## src/hdl/b64sd_pkg.sv

```systemverilog
// Package: shared types, codes and the character map of the base64 stream decoder
`timescale 1ns / 1ps

package b64sd_pkg;

    localparam int unsigned APB_AW = 3;

    localparam logic [APB_AW-3:0] REG_IDX_STRICT = '0;

    localparam logic [7:0] CHAR_SPACE = 8'h20;
    localparam logic [7:0] CHAR_PAD   = 8'h3D;
    localparam logic [7:0] CHAR_PLUS  = 8'h2B;
    localparam logic [7:0] CHAR_SLASH = 8'h2F;

    localparam logic [2:0] ST_DATA       = 3'd0;
    localparam logic [2:0] ST_PADDED     = 3'd1;
    localparam logic [2:0] ST_CLEAN      = 3'd2;
    localparam logic [2:0] ST_INCOMPLETE = 3'd3;
    localparam logic [2:0] ST_ILLEGAL    = 3'd4;

    // One run of results caused by a single input transfer
    typedef struct packed {
        logic [23:0] data;
        logic [1:0]  nbytes;
        logic        is_status;
        logic [2:0]  status;
    } t_run;

    // bit 6 set: illegal character; bits 5:0 the sextet value
    function automatic logic [6:0] char_to_sextet(input logic [7:0] c);
        logic [7:0] v;
        logic       bad;
        v   = 8'd0;
        bad = 1'b0;
        if (c inside {[8'h41:8'h5A]}) begin
            v = c - 8'h41;
        end else if (c inside {[8'h61:8'h7A]}) begin
            v = c - 8'h47;
        end else if (c inside {[8'h30:8'h39]}) begin
            v = c + 8'h04;
        end else if (c == CHAR_PLUS) begin
            v = 8'd62;
        end else if (c == CHAR_SLASH) begin
            v = 8'd63;
        end else if (c == CHAR_PAD) begin
            v = 8'd0;
        end else begin
            bad = 1'b1;
        end
        return {bad, v[5:0]};
    endfunction

endpackage

```

## src/hdl/b64sd_in_if.sv

```systemverilog
// Interface: text input channel (one character or end marker per transfer)
`timescale 1ns / 1ps

interface b64sd_in_if;
    logic       valid;
    logic       ready;
    logic [7:0] text_byte;
    logic       end_of_stream;

    modport source (output valid, output text_byte, output end_of_stream, input ready);
    modport sink   (input valid, input text_byte, input end_of_stream, output ready);
endinterface

```

## src/hdl/b64sd_out_if.sv

```systemverilog
// Interface: decoded result channel (data byte or end-of-stream status per transfer)
`timescale 1ns / 1ps

interface b64sd_out_if;
    logic       valid;
    logic       ready;
    logic [7:0] out_byte;
    logic       is_status;
    logic [2:0] status;
    logic       last_of_run;

    modport source (output valid, output out_byte, output is_status, output status,
                    output last_of_run, input ready);
    modport sink   (input valid, input out_byte, input is_status, input status,
                    input last_of_run, output ready);
endinterface

```

## src/hdl/base64_stream_decoder.sv

```systemverilog
// Timing: a result is registered into the result queue before it shows on o_data.
// Without stalls: one input transfer per cycle; a group's bytes leave one per cycle.
// i_text.ready drops only while one run is draining and a second waits in the skid slot.
// Reset (i_rst_n low, synchronous): group, phase and queue cleared, strict_check set to 1.
// Top level: base64 text stream decoder with APB configuration port
`timescale 1ns / 1ps

module base64_stream_decoder (
    input  logic                            i_clk,
    input  logic                            i_rst_n,
    b64sd_in_if.sink                        i_text,
    b64sd_out_if.source                     o_data,
    input  logic                            psel,
    input  logic                            penable,
    input  logic                            pwrite,
    input  logic [b64sd_pkg::APB_AW-1:0]    paddr,
    input  logic [31:0]                     pwdata,
    output logic [31:0]                     prdata,
    output logic                            pready
);

    logic            r_strict;
    logic            w_reg_sel;
    logic            w_accept;
    logic            w_space;
    logic            w_run_valid;
    b64sd_pkg::t_run w_run;

    assign pready    = 1'b1;
    assign w_reg_sel = (paddr[b64sd_pkg::APB_AW-1:2] == b64sd_pkg::REG_IDX_STRICT);
    assign prdata    = w_reg_sel ? {31'd0, r_strict} : 32'd0;

    always_ff @(posedge i_clk) begin
        if (!i_rst_n) begin
            r_strict <= 1'b1;
        end else if (psel && penable && pwrite && pready && w_reg_sel) begin
            r_strict <= pwdata[0];
        end
    end

    assign i_text.ready = w_space;
    assign w_accept     = i_text.valid && w_space;

    b64sd_decode u_decode (
        .i_clk           (i_clk),
        .i_rst_n         (i_rst_n),
        .i_accept        (w_accept),
        .i_text_byte     (i_text.text_byte),
        .i_end_of_stream (i_text.end_of_stream),
        .i_strict        (r_strict),
        .o_run_valid     (w_run_valid),
        .o_run           (w_run)
    );

    b64sd_outq u_outq (
        .i_clk       (i_clk),
        .i_rst_n     (i_rst_n),
        .i_run_valid (w_run_valid),
        .i_run       (w_run),
        .o_space     (w_space),
        .o_valid     (o_data.valid),
        .i_ready     (o_data.ready),
        .o_byte      (o_data.out_byte),
        .o_is_status (o_data.is_status),
        .o_status    (o_data.status),
        .o_last      (o_data.last_of_run)
    );

endmodule

```

## src/hdl/b64sd_decode.sv

```systemverilog
// Character decode and group assembly: holds the sextet group and stream phase
`timescale 1ns / 1ps

module b64sd_decode (
    input  logic             i_clk,
    input  logic             i_rst_n,
    input  logic             i_accept,
    input  logic [7:0]       i_text_byte,
    input  logic             i_end_of_stream,
    input  logic             i_strict,
    output logic             o_run_valid,
    output b64sd_pkg::t_run  o_run
);

    typedef enum logic [1:0] {
        PH_ACTIVE  = 2'd0,
        PH_PADDED  = 2'd1,
        PH_ILLEGAL = 2'd2
    } t_phase;

    t_phase      r_phase, n_phase;
    logic [1:0]  r_count, n_count;
    logic [17:0] r_accum, n_accum;
    logic        r_third_pad, n_third_pad;

    logic [6:0]  w_sx;
    logic        w_is_pad;
    logic [2:0]  w_eos_status;

    assign w_sx     = b64sd_pkg::char_to_sextet(i_text_byte);
    assign w_is_pad = (i_text_byte == b64sd_pkg::CHAR_PAD);

    always_comb begin
        case (r_phase)
            PH_ACTIVE: begin
                w_eos_status = (i_strict && (r_count != 2'd0)) ?
                               b64sd_pkg::ST_INCOMPLETE : b64sd_pkg::ST_CLEAN;
            end
            PH_PADDED: w_eos_status = b64sd_pkg::ST_PADDED;
            default:   w_eos_status = b64sd_pkg::ST_ILLEGAL;
        endcase
    end

    always_comb begin
        n_phase     = r_phase;
        n_count     = r_count;
        n_accum     = r_accum;
        n_third_pad = r_third_pad;
        o_run_valid = 1'b0;
        o_run       = '0;
        if (i_accept) begin
            if (i_end_of_stream) begin
                o_run_valid     = 1'b1;
                o_run.nbytes    = 2'd1;
                o_run.is_status = 1'b1;
                o_run.status    = w_eos_status;
                n_phase         = PH_ACTIVE;
                n_count         = 2'd0;
                n_accum         = '0;
                n_third_pad     = 1'b0;
            end else if (r_phase == PH_ACTIVE && i_text_byte > b64sd_pkg::CHAR_SPACE) begin
                if (w_sx[6]) begin
                    if (i_strict) begin
                        n_phase = PH_ILLEGAL;
                    end
                end else if (r_count != 2'd3) begin
                    if (r_count == 2'd2 && w_is_pad) begin
                        n_third_pad = 1'b1;
                    end
                    n_accum = {r_accum[11:0], w_sx[5:0]};
                    n_count = r_count + 2'd1;
                end else begin
                    // group complete: padding trims the run and ends the stream
                    o_run_valid  = 1'b1;
                    o_run.data   = {r_accum, w_sx[5:0]};
                    o_run.nbytes = r_third_pad ? 2'd1 : (w_is_pad ? 2'd2 : 2'd3);
                    if (r_third_pad || w_is_pad) begin
                        n_phase = PH_PADDED;
                    end
                    n_count     = 2'd0;
                    n_accum     = '0;
                    n_third_pad = 1'b0;
                end
            end
        end
    end

    always_ff @(posedge i_clk) begin
        if (!i_rst_n) begin
            r_phase     <= PH_ACTIVE;
            r_count     <= 2'd0;
            r_accum     <= '0;
            r_third_pad <= 1'b0;
        end else begin
            r_phase     <= n_phase;
            r_count     <= n_count;
            r_accum     <= n_accum;
            r_third_pad <= n_third_pad;
        end
    end

endmodule

```

## src/hdl/b64sd_outq.sv

```systemverilog
// Result queue: head run that is being emitted byte by byte, plus one skid run
`timescale 1ns / 1ps

module b64sd_outq (
    input  logic             i_clk,
    input  logic             i_rst_n,
    input  logic             i_run_valid,
    input  b64sd_pkg::t_run  i_run,
    output logic             o_space,
    output logic             o_valid,
    input  logic             i_ready,
    output logic [7:0]       o_byte,
    output logic             o_is_status,
    output logic [2:0]       o_status,
    output logic             o_last
);

    logic            r_head_valid;
    logic            r_skid_valid;
    logic [1:0]      r_idx;
    b64sd_pkg::t_run r_head;
    b64sd_pkg::t_run r_skid;

    logic w_fire;
    logic w_pop;
    logic w_head_free;

    assign o_last      = (r_idx == (r_head.nbytes - 2'd1));
    assign w_fire      = r_head_valid & i_ready;
    assign w_pop       = w_fire & o_last;
    assign w_head_free = !r_head_valid || w_pop;

    // new runs only arrive while the skid slot is empty
    assign o_space     = !r_skid_valid;

    assign o_valid     = r_head_valid;
    assign o_is_status = r_head.is_status;
    assign o_status    = r_head.status;

    always_comb begin
        case (r_idx)
            2'd0:    o_byte = r_head.data[23:16];
            2'd1:    o_byte = r_head.data[15:8];
            default: o_byte = r_head.data[7:0];
        endcase
    end

    always_ff @(posedge i_clk) begin
        if (!i_rst_n) begin
            r_head_valid <= 1'b0;
            r_skid_valid <= 1'b0;
            r_idx        <= 2'd0;
        end else if (w_head_free) begin
            r_idx <= 2'd0;
            if (r_skid_valid) begin
                r_head_valid <= 1'b1;
                r_skid_valid <= 1'b0;
            end else begin
                r_head_valid <= i_run_valid;
            end
        end else begin
            if (w_fire) begin
                r_idx <= r_idx + 2'd1;
            end
            if (i_run_valid) begin
                r_skid_valid <= 1'b1;
            end
        end
    end

    always_ff @(posedge i_clk) begin
        if (w_head_free) begin
            if (r_skid_valid) begin
                r_head <= r_skid;
            end else if (i_run_valid) begin
                r_head <= i_run;
            end
        end else if (i_run_valid) begin
            r_skid <= i_run;
        end
    end

endmodule

```

## src/flat_wrapper.sv

```systemverilog
// flat-port wrapper written by rule: the top's interface ports become plain ports
module base64_stream_decoder_flat 
  (i_clk, i_rst_n, psel, penable, pwrite, paddr, pwdata, prdata, pready, i_text_valid, i_text_text_byte, i_text_end_of_stream, i_text_ready, o_data_valid, o_data_out_byte, o_data_is_status, o_data_status, o_data_last_of_run, o_data_ready);
  b64sd_in_if i_text_i ();
  b64sd_out_if o_data_i ();
  input  logic i_clk;
  input  logic i_rst_n;
  input  logic psel;
  input  logic penable;
  input  logic pwrite;
  input  logic [b64sd_pkg::APB_AW-1:0] paddr;
  input  logic [31:0] pwdata;
  output logic [31:0] prdata;
  output logic pready;
  input wire logic [$bits(i_text_i.valid)-1:0] i_text_valid;
  input wire logic [$bits(i_text_i.text_byte)-1:0] i_text_text_byte;
  input wire logic [$bits(i_text_i.end_of_stream)-1:0] i_text_end_of_stream;
  output wire logic [$bits(i_text_i.ready)-1:0] i_text_ready;
  output wire logic [$bits(o_data_i.valid)-1:0] o_data_valid;
  output wire logic [$bits(o_data_i.out_byte)-1:0] o_data_out_byte;
  output wire logic [$bits(o_data_i.is_status)-1:0] o_data_is_status;
  output wire logic [$bits(o_data_i.status)-1:0] o_data_status;
  output wire logic [$bits(o_data_i.last_of_run)-1:0] o_data_last_of_run;
  input wire logic [$bits(o_data_i.ready)-1:0] o_data_ready;
  assign i_text_i.valid = i_text_valid;
  assign i_text_i.text_byte = i_text_text_byte;
  assign i_text_i.end_of_stream = i_text_end_of_stream;
  assign i_text_ready = i_text_i.ready;
  assign o_data_valid = o_data_i.valid;
  assign o_data_out_byte = o_data_i.out_byte;
  assign o_data_is_status = o_data_i.is_status;
  assign o_data_status = o_data_i.status;
  assign o_data_last_of_run = o_data_i.last_of_run;
  assign o_data_i.ready = o_data_ready;
  base64_stream_decoder u_core (.i_clk(i_clk), .i_rst_n(i_rst_n), .i_text(i_text_i), .o_data(o_data_i), .psel(psel), .penable(penable), .pwrite(pwrite), .paddr(paddr), .pwdata(pwdata), .prdata(prdata), .pready(pready));
endmodule
```

## config.mk

```make
export PLATFORM = sky130hd
export DESIGN_NAME = base64_stream_decoder_flat
export DESIGN_NICKNAME = d
export VERILOG_FILES = /design/src/hdl/b64sd_pkg.sv /design/src/hdl/b64sd_in_if.sv /design/src/hdl/b64sd_out_if.sv /design/src/hdl/base64_stream_decoder.sv /design/src/hdl/b64sd_decode.sv /design/src/hdl/b64sd_outq.sv /design/src/flat_wrapper.sv
export SDC_FILE = /design/constraint.sdc
export NUM_CORES = 1
export LEC_CHECK = 0
export ABC_CLOCK_PERIOD_IN_PS = 4300
export BUFFER_PORTS_ARGS = -buffer_cell sky130_fd_sc_hd__buf_4
export CAP_MARGIN = 20
export CORE_ASPECT_RATIO = 0.7
export CORE_MARGIN = 5
export CORE_UTILIZATION = 56
export CTS_BUF_LIST = sky130_fd_sc_hd__clkbuf_4 sky130_fd_sc_hd__clkbuf_8
export DETAILED_ROUTE_END_ITERATION = 12
export HOLD_SLACK_MARGIN = 0.1
export PLACE_DENSITY = 0.8
export REMOVE_ABC_BUFFERS = 1
export SYNTH_ARGS = -nofsm -noshare
export SYNTH_HDL_FRONTEND = slang
export SYNTH_SLANG_ARGS = --single-unit
```

## constraint.sdc

```tcl
create_clock -name i_clk -period 4.3 [get_ports i_clk]
set_input_delay 0.43 -clock i_clk [delete_from_list [all_inputs] [get_ports i_clk]]
set_output_delay 0.43 -clock i_clk [all_outputs]
set_load 0.02 [all_outputs]
```

==> impl_metrics.toml <==
[route]
dr_total_vias = 2972
detail_route.drc_violations = 0
wire_length_after_detailed_routing_um = 8816
drt-vias-per-instance = 5.749
routed_wire_length_per_instance_um = 17.05
ant_nets = 0
detailedRoute.firstPassIterationCount = 7
drt_first_iter_violations = 234

[worst_setup_path]
critical_path_peak_fanout = 30
cp_slowest_stage_delay_ns = 0.39
criticalPathCategory = "in2reg"
crit_arrival_ns = 2.89
cp_top_family = "compound AO/OA/AOI/OAI gates"
start_kind = "input pin"
path_cells = "buf_4 > inv_1 > ha_1 > a21o_1 > nand3_1 > nand3_1 > o211ai_4 > a31oi_2 > a21oi_2 > buf_4"
rr_endpoint = "u_core.u_outq.r_head[23]"
ff2ff_setup_slack_ns = 1.68
worstSetupEndpointType = "flop"
cp_slowest_cell = "sky130_fd_sc_hd__buf_4"
critical_path.n_buffers_inverters = 3
worst_ep_required_time_ns = 4.30
rr_startpoint = "u_core.u_outq.r_skid_valid"
worstRegToRegCells = 5

[flow_run]
max_cap_violations = 0

[power_and_ir_drop]
ir_drop_uv = 234.8
power-per-cell-area_mw_per_mm2 = 363.1
static-leakage-power_uw = 0.001953

[global_route]
grt_antenna_before_repair = 0
grt_first_pass_wirelength_um = 14220
largest_net_degree_at_the_start_of_global_routing = 37
grt_pass1_vias = 2848
global_route.usage.total_pct = 18.54
global_route.overflow_total = 0

[layout]
flow.area_growth_from_synthesis_pct = 10.04
drive_gt1_share_pct = 16.59
diodes = 0
num-fill-cells = 621
multiInputGateArea_sq_mm = 0.001725
num-nets-final = 476
sequential_cell_area_sq_mm = 0.002362

[synth]
postSynthAreaPerCell_sq_um = 11.48
synth_async_sr_flop_share_pct = 0
mappedNetlistArea_sq_mm = 0.004375
register_area_share_after_synthesis_pct = 53.99
synth.lib_cells_used.distinct = 58
yosys_warnings = 0
synthFlopType = "sky130_fd_sc_hd__edfxtp_1"
synthesis.instances = 381
synth_seq_cells = 88
number_of_enable_type_register_cells_in_the_synthesized_netlist = 60

[place]
post_dp_hpwl_um = 5896
io_buffers = 33
finalWeightedCongestion = 0.8834

[clock_network]
clk_transition_reported_paths_ns = 0.09
post_cts_buffers = 0
numCtsBuffers = 9
clk_latency_ns = 0.35
cts_root_buf = "sky130_fd_sc_hd__clkbuf_8"
clock_path_buffers = 2
post_cts.resized_instances = 0
cts-hold-fix-buffers = 0
cts.htree.levels = 3
cts_tree = "yes"
clkSinkCount = 88

[floorplanning]
ios = 99
initial_core_util_pct = 56.56
die_h_um = 83.96
floorplan.core_area_sq_mm = 0.007736
dieWidth_um = 115.7
area_of_the_die_sq_mm = 0.009709
placementRows = 27

[hold_path]
worstHoldPathCells = 2
hold_path.startpoint = "i_rst_n"
timing.hold.worst_endpoint = "u_core.r_strict"
worst_hold_path_type = "in2reg"

[sta]
rsz0062_at_grt = "false"
clock.fmax_ghz = 0.3468
slew_violations = 0
final-setup-viol-count = 0
slew-limit-headroom_pct = 59.05
fin_setup_tns_ns = 0
period_minus_slack_ns = 2.884
max_slew.worst_pin.slew_ns = 0.6120
hold_ws_ns = 0.2927
min_period_over_period_pct = 67.06
final_hold_viol_count = 0
worst_clock_skew_ns = 0.008656

[status]
outcome = "complete, no violations"
-- stage by stage --
| step | utilization [%] | power, uW | cell area [sq um] | std cells | setup slack (ns) |
|---|---|---|---|---|---|
| floorplan | - | 1051 | 4141 | 362 | 0.5976 |
| global placement | 58.84 | 1105 | 4552 | 500 | 1.188 |
| detailed placement | 59.19 | 1110 | 4579 | 501 | 1.151 |
| CTS | 62.24 | 1758 | 4815 | 517 | 1.527 |
| global route | 62.24 | 1807 | 4815 | 517 | 1.268 |
| finish | 62.24 | 1748 | 4815 | 517 | 1.416 |
-- how the worst max path moves through the flow --
stage,startpoint,to,slack [ns],cells past startpoint
after floorplan,i_text_text_byte[0],u_core.u_outq.o_is_status,0.60,8
after global placement,i_text_text_byte[2],u_core.u_outq.r_head[15],1.19,10
after detailed placement,i_text_text_byte[2],u_core.u_outq.r_head[15],1.15,10
after CTS,i_text_text_byte[2],u_core.u_outq.r_head[7],1.53,10
after global routing,i_text_text_byte[2],u_core.u_outq.r_head[7],1.27,10
final,i_text_text_byte[2],u_core.u_outq.r_head[23],1.42,10
-- cell type report --
type / instances / share of cell area, %
flip-flops and latches: 88 / 49.06
multi-input cells: 258 / 35.84
repair buffers: 38 / 6.341
clock buffers: 10 / 2.859
well taps: 101 / 2.625
clock inverters: 6 / 2.027
inverters: 16 / 1.247
-- power breakdown --
part	internal [uW]	switching (uW)
Clock	354	301
Sequential	918	8.26
Combinational	53.6	114
Total	1320	423
-- registers in the layout (all words and copies together), names as in the netlist, 2 cells and up --
signal,cells
u_core.u_decode.r_count,2
u_core.u_outq.r_head,26
u_core.u_decode.r_phase,2
u_core.u_outq.r_idx,2
u_core.u_outq.r_skid,30
u_core.u_decode.r_accum,18
u_core.u_outq.o_status,3
-- metal layers --
layer	up-vias	track usage (%)	share of wire, %
met1	1467	25.61	46
met2	102	29.52	47
met5	-	0	0
met3	5	4.275	6.6
li1	1398	-	-
met4	0	4.847	0.42
-- cell usage in the layout, fill, tap and decap left out, types with 4 or more instances in the layout --
master / Yosys / final
sky130_fd_sc_hd__a22o_1: 32 / 32
sky130_fd_sc_hd__nor2b_1: 6 / 6
sky130_fd_sc_hd__clkbuf_8: 0 / 10
sky130_fd_sc_hd__nor2_1: 13 / 12
sky130_fd_sc_hd__dfxtp_1: 28 / 28
sky130_fd_sc_hd__a21o_1: 5 / 5
sky130_fd_sc_hd__inv_1: 15 / 15
sky130_fd_sc_hd__nand3_1: 7 / 7
sky130_fd_sc_hd__a22oi_1: 8 / 8
sky130_fd_sc_hd__o21ai_0: 4 / 4
sky130_fd_sc_hd__nand2_1: 36 / 36
sky130_fd_sc_hd__o21ai_1: 8 / 8
sky130_fd_sc_hd__and3_1: 5 / 5
sky130_fd_sc_hd__buf_4: 36 / 37
sky130_fd_sc_hd__a21oi_1: 9 / 8
sky130_fd_sc_hd__nor3_1: 5 / 5
sky130_fd_sc_hd__and2_1: 21 / 21
sky130_fd_sc_hd__conb_1: 2 / 32
sky130_fd_sc_hd__o2bb2ai_1: 6 / 6
sky130_fd_sc_hd__edfxtp_1: 60 / 60
sky130_fd_sc_hd__ha_1: 14 / 14
-- cell usage after synthesis, types with 7 or more instances --
cell                       count  share of area, %
sky130_fd_sc_hd__nand2_1      36               3.1
sky130_fd_sc_hd__edfxtp_1     60                41
sky130_fd_sc_hd__nor2_1       13               1.1
sky130_fd_sc_hd__a21oi_1       9               1.0
sky130_fd_sc_hd__nand3_1       7              0.80
sky130_fd_sc_hd__dfxtp_1      28                13
sky130_fd_sc_hd__o21ai_1       8              0.92
sky130_fd_sc_hd__buf_4        36               6.2
sky130_fd_sc_hd__inv_1        15               1.3
sky130_fd_sc_hd__ha_1         14               4.0
sky130_fd_sc_hd__a22oi_1       8               1.4
sky130_fd_sc_hd__a22o_1       32               6.4
sky130_fd_sc_hd__and2_1       21               3.0
-- cell families (layout without fill, tap and decap cells) --
family                   Yosys count  after routing  share of synthesized area [%]
AND/OR/NAND/NOR                  110            110                          13.64
AO/OA/AOI/OAI                     96             96                          17.53
flip-flops                        88             88                          53.99
buffers and inverters             65             70                          9.293
adder cells (fa/ha/maj)           14             14                          4.003
multiplexers                       4              4                         0.9722
other                              2             32                         0.1716
XOR/XNOR                           2              2                         0.4004
No activity file was read; power rests on OpenSTA's default activity.
